`config.mk`:
```
export PLATFORM = sky130hd
export DESIGN_NAME = mmt_seq
export DESIGN_NICKNAME = d
export VERILOG_FILES = /design/src/hdl/mmt_pkg.sv /design/src/hdl/mmt_seq.sv
export SDC_FILE = /design/constraint.sdc
export NUM_CORES = 1
export LEC_CHECK = 0
export ABC_AREA = 1
export BUFFER_PORTS_ARGS = -buffer_cell sky130_fd_sc_hd__buf_2
export CAP_MARGIN = 20
export CORE_UTILIZATION = 60
export CTS_BUF_LIST = sky130_fd_sc_hd__clkbuf_8 sky130_fd_sc_hd__clkbuf_16
export DETAILED_ROUTE_END_ITERATION = 10
export MAX_ROUTING_LAYER = met4
export PLACE_DENSITY = 0.89
export REMOVE_ABC_BUFFERS = 1
export SETUP_SLACK_MARGIN = 0.02
export SYNTH_ARGS = -nofsm -noshare
export SYNTH_HDL_FRONTEND = slang
export SYNTH_SLANG_ARGS = --single-unit
```
`constraint.sdc`:
```
create_clock -name clk -period 6.8 [get_ports clk]
set_clock_uncertainty 0.15 [all_clocks]
set_input_delay 0.34 -clock clk [delete_from_list [all_inputs] [get_ports clk]]
set_output_delay 0.34 -clock clk [all_outputs]
set_load 0.01 [all_outputs]
```
`src/hdl/mmt_pkg.sv`:
```
// Shared types, constants and helpers for the mesh multiplicity table.
package mmt_pkg;

    localparam int MAX_LINES = 64;
    localparam int LINE_W    = $clog2(MAX_LINES);
    localparam int CNT_W     = LINE_W + 1;
    localparam int MULT_W    = 4;
    localparam int RES_W     = 6;
    localparam int OP_W      = 3;
    localparam int CFG_W     = 7;
    localparam int CFG_IDX_W = 1;
    localparam int DEPTH     = 2 * MAX_LINES * MAX_LINES;
    localparam int ADDR_W    = $clog2(DEPTH);

    localparam logic [OP_W-1:0] OP_RANGE_MIN = 3'd0;
    localparam logic [OP_W-1:0] OP_SET       = 3'd1;
    localparam logic [OP_W-1:0] OP_ADD       = 3'd2;
    localparam logic [OP_W-1:0] OP_EXTENT    = 3'd3;
    localparam logic [OP_W-1:0] OP_LINE_MAX  = 3'd4;

    localparam logic [CFG_IDX_W-1:0] REG_NUM_LINES_X = 1'd0;
    localparam logic [CFG_IDX_W-1:0] REG_NUM_LINES_Y = 1'd1;

    localparam logic [MULT_W-1:0] MULT_MAX = 4'd15;

    typedef struct packed {
        logic [CNT_W-1:0] lines_x;
        logic [CNT_W-1:0] lines_y;
    } grid_t;

    typedef struct packed {
        logic              we;
        logic [ADDR_W-1:0] waddr;
        logic [MULT_W-1:0] wdata;
        logic [ADDR_W-1:0] raddr;
    } ram_req_t;

    function automatic logic [CNT_W-1:0] eff_lines(input logic [CFG_W-1:0] v);
        logic [CNT_W-1:0] r;
        if (CNT_W'(v) < CNT_W'(2)) begin
            r = CNT_W'(2);
        end
        else if (CNT_W'(v) > CNT_W'(MAX_LINES)) begin
            r = CNT_W'(MAX_LINES);
        end
        else begin
            r = CNT_W'(v);
        end
        return r;
    endfunction

endpackage

```
`src/hdl/mmt_seq.sv`:
```
// Operation sequencer: clearing pass, segment walk and read-modify-write.
module mmt_seq (
    input  logic                          clk,
    input  logic                          rst_n,
    input  logic                          start,
    output logic                          busy,
    input  logic [mmt_pkg::OP_W-1:0]      operation,
    input  logic                          direction,
    input  logic [mmt_pkg::LINE_W-1:0]    line_index,
    input  logic [mmt_pkg::LINE_W-1:0]    range_start,
    input  logic [mmt_pkg::LINE_W-1:0]    range_end,
    input  logic [mmt_pkg::MULT_W-1:0]    mult_value,
    input  mmt_pkg::grid_t                grid,
    output mmt_pkg::ram_req_t             ram_req,
    input  logic [mmt_pkg::MULT_W-1:0]    ram_rdata,
    output logic                          done,
    output logic [mmt_pkg::RES_W-1:0]     result_value,
    output logic                          range_error
);

    localparam logic [1:0] ST_CLEAR = 2'd0;
    localparam logic [1:0] ST_IDLE  = 2'd1;
    localparam logic [1:0] ST_RUN   = 2'd2;

    logic [1:0]                   state_reg, state_next;
    logic [mmt_pkg::ADDR_W-1:0]   clr_reg, clr_next;
    logic                         pend_reg, pend_next;
    logic                         done_reg, done_next;

    logic [mmt_pkg::OP_W-1:0]     op_reg, op_next;
    logic                         dir_reg, dir_next;
    logic [mmt_pkg::LINE_W-1:0]   line_reg, line_next;
    logic [mmt_pkg::MULT_W-1:0]   mv_reg, mv_next;
    logic [mmt_pkg::CNT_W-1:0]    issue_reg, issue_next;
    logic [mmt_pkg::CNT_W-1:0]    bound_reg, bound_next;
    logic [mmt_pkg::LINE_W-1:0]   pseg_reg, pseg_next;
    logic [mmt_pkg::RES_W-1:0]    acc_reg, acc_next;
    logic [mmt_pkg::RES_W-1:0]    result_reg, result_next;
    logic                         error_reg, error_next;

    logic [mmt_pkg::CNT_W-1:0]    nlines;
    logic [mmt_pkg::CNT_W-1:0]    nseg;
    logic                         line_ok;
    logic                         range_ok;
    logic                         can_issue;
    logic                         stop;
    logic                         finish;
    logic [mmt_pkg::MULT_W:0]     sum;

    assign nlines   = direction ? grid.lines_y : grid.lines_x;
    assign nseg     = (direction ? grid.lines_x : grid.lines_y) - mmt_pkg::CNT_W'(1);
    assign line_ok  = mmt_pkg::CNT_W'(line_index) < nlines;
    assign range_ok = (range_end > range_start) && (mmt_pkg::CNT_W'(range_end) <= nseg);

    assign can_issue = issue_reg < bound_reg;
    assign sum       = {1'b0, ram_rdata} + {1'b0, mv_reg};

    always_comb
    begin
        state_next  = state_reg;
        clr_next    = clr_reg;
        pend_next   = 1'b0;
        done_next   = 1'b0;
        op_next     = op_reg;
        dir_next    = dir_reg;
        line_next   = line_reg;
        mv_next     = mv_reg;
        issue_next  = issue_reg;
        bound_next  = bound_reg;
        pseg_next   = pseg_reg;
        acc_next    = acc_reg;
        result_next = result_reg;
        error_next  = error_reg;
        stop        = 1'b0;
        finish      = 1'b0;

        ram_req.we    = 1'b0;
        ram_req.waddr = {dir_reg, line_reg, pseg_reg};
        ram_req.wdata = mv_reg;
        ram_req.raddr = {dir_reg, line_reg, issue_reg[mmt_pkg::LINE_W-1:0]};

        unique case (state_reg)
            ST_CLEAR:
            begin
                ram_req.we    = 1'b1;
                ram_req.waddr = clr_reg;
                ram_req.wdata = '0;
                clr_next      = clr_reg + mmt_pkg::ADDR_W'(1);
                if (clr_reg == mmt_pkg::ADDR_W'(mmt_pkg::DEPTH - 1))
                begin
                    state_next = ST_IDLE;
                end
            end
            ST_IDLE:
            begin
                if (start)
                begin
                    op_next     = operation;
                    dir_next    = direction;
                    line_next   = line_index;
                    mv_next     = mult_value;
                    issue_next  = mmt_pkg::CNT_W'(range_start);
                    bound_next  = mmt_pkg::CNT_W'(range_end);
                    acc_next    = '0;
                    result_next = '0;
                    error_next  = 1'b0;
                    case (operation) inside
                        mmt_pkg::OP_RANGE_MIN:
                        begin
                            acc_next = mmt_pkg::RES_W'(mmt_pkg::MULT_MAX);
                            if (line_ok && range_ok)
                            begin
                                state_next = ST_RUN;
                            end
                            else
                            begin
                                done_next = 1'b1;
                            end
                        end
                        mmt_pkg::OP_SET, mmt_pkg::OP_ADD:
                        begin
                            if (line_ok && range_ok)
                            begin
                                state_next = ST_RUN;
                            end
                            else
                            begin
                                done_next  = 1'b1;
                                error_next = 1'b1;
                            end
                        end
                        mmt_pkg::OP_EXTENT:
                        begin
                            bound_next = nseg;
                            if (line_ok)
                            begin
                                state_next = ST_RUN;
                            end
                            else
                            begin
                                done_next = 1'b1;
                            end
                        end
                        mmt_pkg::OP_LINE_MAX:
                        begin
                            issue_next = '0;
                            bound_next = nseg;
                            if (line_ok)
                            begin
                                state_next = ST_RUN;
                            end
                            else
                            begin
                                done_next = 1'b1;
                            end
                        end
                        default:
                        begin
                            done_next = 1'b1;
                        end
                    endcase
                end
            end
            ST_RUN:
            begin
                // read data in this cycle belongs to segment pseg_reg
                if (pend_reg)
                begin
                    case (op_reg)
                        mmt_pkg::OP_RANGE_MIN:
                        begin
                            if (ram_rdata < acc_reg[mmt_pkg::MULT_W-1:0])
                            begin
                                acc_next = mmt_pkg::RES_W'(ram_rdata);
                            end
                        end
                        mmt_pkg::OP_LINE_MAX:
                        begin
                            if (ram_rdata > acc_reg[mmt_pkg::MULT_W-1:0])
                            begin
                                acc_next = mmt_pkg::RES_W'(ram_rdata);
                            end
                        end
                        mmt_pkg::OP_EXTENT:
                        begin
                            if (ram_rdata >= mv_reg)
                            begin
                                acc_next = acc_reg + mmt_pkg::RES_W'(1);
                            end
                            else
                            begin
                                stop = 1'b1;
                            end
                        end
                        mmt_pkg::OP_SET:
                        begin
                            ram_req.we = 1'b1;
                        end
                        mmt_pkg::OP_ADD:
                        begin
                            ram_req.we = 1'b1;
                            if (sum[mmt_pkg::MULT_W])
                            begin
                                ram_req.wdata = mmt_pkg::MULT_MAX;
                            end
                            else
                            begin
                                ram_req.wdata = sum[mmt_pkg::MULT_W-1:0];
                            end
                        end
                        default:
                        begin
                        end
                    endcase
                end

                finish = stop || !can_issue;
                if (can_issue && !stop)
                begin
                    issue_next = issue_reg + mmt_pkg::CNT_W'(1);
                    pseg_next  = issue_reg[mmt_pkg::LINE_W-1:0];
                    pend_next  = 1'b1;
                end
                if (finish)
                begin
                    state_next  = ST_IDLE;
                    done_next   = 1'b1;
                    result_next = acc_next;
                    error_next  = 1'b0;
                end
            end
            default:
            begin
                state_next = ST_IDLE;
            end
        endcase
    end

    always_ff @(posedge clk or negedge rst_n)
    begin
        if (!rst_n)
        begin
            state_reg <= ST_CLEAR;
            clr_reg   <= '0;
            pend_reg  <= 1'b0;
            done_reg  <= 1'b0;
        end
        else
        begin
            state_reg <= state_next;
            clr_reg   <= clr_next;
            pend_reg  <= pend_next;
            done_reg  <= done_next;
        end
    end

    always_ff @(posedge clk)
    begin
        op_reg     <= op_next;
        dir_reg    <= dir_next;
        line_reg   <= line_next;
        mv_reg     <= mv_next;
        issue_reg  <= issue_next;
        bound_reg  <= bound_next;
        pseg_reg   <= pseg_next;
        acc_reg    <= acc_next;
        result_reg <= result_next;
        error_reg  <= error_next;
    end

    assign busy         = state_reg != ST_IDLE;
    assign done         = done_reg;
    assign result_value = result_reg;
    assign range_error  = error_reg;

endmodule

```
# After elaboration in Yosys (flattened, before gate mapping)
# Index checks and enable logic that the tools add are counted.
dict set report op_classes {
  n_lt_le_gt_ge 7
  n_mux 62
  n_eq_ne 17
  n_reduce_logical 19
  add_sub_neg 5
}
# op n
set ops {}
lappend ops {{$mux W6} 13}
lappend ops {{$mux W7} 6}
lappend ops {{$pmux W6 S2} 2}
lappend ops {{$mux W1} 20}
lappend ops {{$mux W2} 9}
lappend ops {{$pmux W6 S3} 1}
lappend ops {{$mux W4} 4}
lappend ops {{$pmux W7 S2} 1}
lappend ops {{$add A13 B1 Y13 const B} 1}
lappend ops {{$eq A13 B13 Y1 const B} 1}
lappend ops {{$mux W13} 1}
lappend ops {{$eq A3 B2 Y1 const B} 4}
lappend ops {{$ne A2 B2 Y1 const B} 4}
lappend ops {{$pmux W4 S2} 1}
lappend ops {{$add A7 B1 Y7 const B} 1}
lappend ops {{$le A6 B7 Y1} 1}
lappend ops {{$lt A6 B7 Y1} 1}
lappend ops {{$lt A7 B7 Y1} 1}
lappend ops {{$sub A7 B1 Y7 const B} 1}
lappend ops {{$add A6 B1 Y6 const B} 1}
lappend ops {{$eq A3 B1 Y1 const B} 2}
lappend ops {{$eq A3 B3 Y1 const B} 2}
lappend ops {{$gt A6 B6 Y1} 1}
lappend ops {{$logic_not A3 Y1} 2}
lappend ops {{20 further kinds} 29}
dict set report totals {
  out_inout_bits 40
  wordCells 125
  register_bits 64
}

# Longest topological paths before layout
dict set report depth {
  depth_word 10
  ltp_mapped 20
  depth_no_buf 19
}

# Worst setup path before layout
# Ideal clock, no wire load.
dict set report synth_path {
  path_kind {in2reg}
  start {input port direction}
  end {register error_reg (netlist: range_error), data pin}
  n_path_buf 2
  stages 18
  t_arrival_ns 2.092
  t_required_ns 6.399
  setup_slack_ns 4.307
  cell_sequence {buf_6 -> buf_8 -> mux2i_2 -> ha_1 -> xor2_1 -> ha_1 -> nand2_1 -> inv_1 -> nand2_1 -> nand2_1 -> nand2_1 -> nand2_1 -> nand2_1 -> nand2_1 -> nand3_2 -> nand3_2 -> nand4_1 -> inv_1}
}
dict set report synth_between {
  elab_chain_len 10
}
# item line
set synth_lines {}
lappend synth_lines {{from (decl)} mmt_seq.sv:8} ;# input logic direction,
lappend synth_lines {{$mux W7} mmt_seq.sv:51} ;# assign nseg = (direction ? grid.lines_x : grid.lines_y) - mmt_pkg::CNT_W'(1);
lappend synth_lines {{$sub A7 B1 Y7} mmt_seq.sv:51}
lappend synth_lines {{$le A6 B7 Y1} mmt_seq.sv:53} ;# assign range_ok = (range_end > range_start) && (mmt_pkg::CNT_W'(range_end) <= nseg);
lappend synth_lines {{$logic_and A1 B1 Y1} mmt_seq.sv:53}
lappend synth_lines {{$logic_and A1 B1 Y1 (*)} mmt_seq.sv:122} ;# if (line_ok && range_ok)
lappend synth_lines {{$mux W1 (*)} mmt_seq.sv:122}
lappend synth_lines {{$mux W1 (*) (2 in a row)} mmt_seq.sv:107} ;# case (operation) inside
lappend synth_lines {{$mux W1 (*)} mmt_seq.sv:96} ;# if (start)
lappend synth_lines {{$pmux W1 S2 (*)} mmt_seq.sv:82} ;# unique case (state_reg)
lappend synth_lines {{to (signal assigned)} mmt_seq.sv:268} ;# error_reg <= error_next;
lappend synth_lines {{to (decl)} mmt_seq.sv:39} ;# logic error_reg, error_next;
# Every way passes the cells marked *; elsewhere a longest branch is shown, timed or not. The select of a mux whose other input is x is not followed.
# A chain may end at the register's enable or synchronous reset.

==> flow_summary.toml <==
[logic_synthesis]
synthArstFlopShare_pct = 26.56
syn_inst = 578
seq_area_frac_synth_pct = 39.60
synth_top_cell_by_area = "edfxtp_1"
synth_ff_type = "edfxtp_1"
synth_area_per_cell_sq_um = 8.025
syn_area_sq_um = 4638
synthTopCellsByArea = "edfxtp_1, ha_1, nand2_1, dfrtp_1, inv_1"
ys.warnings.count = 0
ys_types = 45
synth_edf_count = 47
synth_top_area_share_pct = 30.43
ys_ff_latch = 64

[clock_network]
cts.path.max_buffers = 2
cts_tree = "yes"
clock_latency_ns = 0.34
post_cts_buffers = 0
clock-sinks = 64
cts-root-buf = "clkbuf_8"
clkTransAtPathRegs_ns = 0.07
h-tree-depth = 3
numCtsBuffers = 9

[setup_path]
critPathLaunch = "mv_reg[0]"
crit_required_ns = 6.31
slowest_stage = "edfxtp_1"
r2r-end = "clr_reg[11]"
cp_top_family = "simple AND/OR/NAND/NOR gates"
critPathLaunchType = "flop"
r2r_cells = 8
path_max_fanout = 4
crit_path_frequent_cell = "nor2_1"
reg2reg_from = "state_reg[0]"
path_cells = "ha_1, inv_1, fa_1, nor2_1, nor2_1, nor2_1, nor3_1, o21ai_0, o211ai_1, o21ai_0, buf_2"
cp.arrival_ns = 2.39
cpPeakStageDelay_ns = 0.45
criticalPathCategory = "reg -> out"
reg2reg_slack_ns = 4.10
path_buf_inv = 2
worstSetupEndpointType = "output port"

[hold_path]
hp-start = "mult_value[3]"
hold_path_depth = 1
min_path_type = "in -> reg"
worstHoldEndpoint = "mv_reg[3]"

[cells_and_area]
largest_reg_flops = 13
nNetsFinal = 749
utilization_pct = 71.60
n_antenna_cell = 0
n_fill_cell = 556
design_area_sq_um = 5276
drive_gt1_share_pct = 17.62
syn2layout_area_growth_pct = 13.76

[floorplanning]
die-width_microns = 89.92
rows = 31
ios = 87
start_util_pct = 62.94
die_area_sq_um = 8086
fp.coreArea_sq_um = 7370
dieHeight_microns = 89.92

[placement]
dp_hpwl_mm = 8.832
post_dp_cell_area_sq_um = 5085
post-place-ws_ns = 3.816
port_buffers = 86
routabilityCongestion = 0.9158

[timing]
whs_ns = 0.02483
rsz0062_at_grt = "false"
post-route-period-util_pct = 42.39
relSlewSlack_pct = 41.38
setup_violations = 0
finalSetupTns_ns = 0
worstMarginPinSlew_ns = 0.8783
postLayoutSetupSlackWorst_ns = 3.918
finalMaxSlewViolations = 0
fmax_mhz = 346.9
period_minus_slack_ns = 2.882
finalHoldViolCount = 0

[drt]
wirelength_mm = 11.33
route.detailed.drc = 0
ant_nets = 0
dr.pass1.iters = 9
vias_per_cell = 5.569
vias = 4249
drtIter0Drc = 306
wl_per_cell_microns = 14.85

[grt]
overflow = 0
grt_max_degree = 28
grtUsageTotal_pct = 29.32
grt_pass1_vias = 3980
antenna_found_initial = 0
grt_pass1_wl_mm = 18.50

[power]
peakVddDrop_mv = 0.1048
power.leakage_nw = 2.655
p_per_area_nw_per_um2 = 156.7

[run_status]
status = "completed"

[flow_run]
drv_cap = 0
## cell usage after synthesis (2+ instances only)
master / count
xnor2_1: 3
and3_1: 2
nand2_1: 136
nand2_2: 4
xor2_1: 15
o21ai_1: 6
nand3_2: 3
nand4_1: 12
nand3_1: 26
o21bai_1: 2
o21ai_0: 45
clkbuf_1: 6
buf_2: 2
dfrtp_1: 17
edfxtp_1: 47
nor2_1: 46
buf_4: 7
a31oi_1: 2
nor3_1: 5
o31ai_1: 2
ha_1: 42
a21o_1: 2
a21oi_1: 23
o211ai_1: 9
inv_1: 94
## how the worst max path moves through the flow
stage / end / slack [ns] / depth (start not counted)
2_1_floorplan: range_error / 4.50 / 18
3_3_place_gp: range_error / 3.95 / 18
3_5_place_dp: range_error / 3.82 / 18
4_1_cts: ram_req[15] / 3.95 / 11
5_1_grt: ram_req[15] / 3.73 / 11
6_report: ram_req[15] / 3.92 / 11
## final cells by class
type | instances | area [sq um] | share of cell area [%]
multi-input cells | 400 | 2323 | 44.04
flip-flops and latches | 64 | 1837 | 34.81
well taps | 99 | 123.9 | 2.348
repair buffers | 88 | 447.9 | 8.489
clock buffers | 10 | 148.9 | 2.822
inverters | 96 | 362.8 | 6.877
clock inverters | 6 | 32.53 | 0.6166
## where the power goes
| part | switching (W) | leakage [nW] | internal (W) |
|---|---|---|---|
| Combinational | 0.0000658 | 1.93 | 0.0000412 |
| Sequential | 0 | 0.624 | 0.000419 |
| Clock | 0.000149 | 0.104 | 0.000152 |
## logic make-up after synthesis
family	after synthesis	synth area share [%]
multiplexers	2	0.5125
adder cells (fa/ha/maj)	43	11.76
buffers and inverters	114	10.30
XOR/XNOR	19	3.750
flip-flops	64	39.60
AND/OR/NAND/NOR	238	21.90
AO/OA/AOI/OAI	98	12.17
## timing repair
item	CTS	global route
hold endpoints to repair	17	0
hold buffers	1	0
gates resized for setup	0	0
## placed cells by master, fill, tap and decap left out, types with 15 or more instances in the layout
| cell type | synthesis | final |
|---|---|---|
| a21oi_1 | 23 | 23 |
| buf_2 | 2 | 86 |
| dfrtp_1 | 17 | 17 |
| edfxtp_1 | 47 | 47 |
| ha_1 | 42 | 42 |
| inv_1 | 94 | 96 |
| nand2_1 | 136 | 136 |
| nand3_1 | 26 | 26 |
| nor2_1 | 46 | 46 |
| o21ai_0 | 45 | 45 |
| xor2_1 | 15 | 15 |
## per-stage QoR
step	power [W]	instances
after floorplan	0.0004924	560
after global placement	0.0005268	746
after detailed placement	0.0005329	746
after CTS	0.0008240	763
after global routing	0.0008562	763
final	0.0008267	763
## per-layer routing
layer | track usage (%) | share of wire [%] | vias to the layer above
li1 | - | - | 2070
met1 | 34.87 | 39 | 1933
met2 | 50.51 | 51 | 211
met3 | 4.653 | 7.5 | 35
met4 | 10.62 | 2.7 | 0
met5 | - | 0 | -
Power figures use the tool's default switching activity.
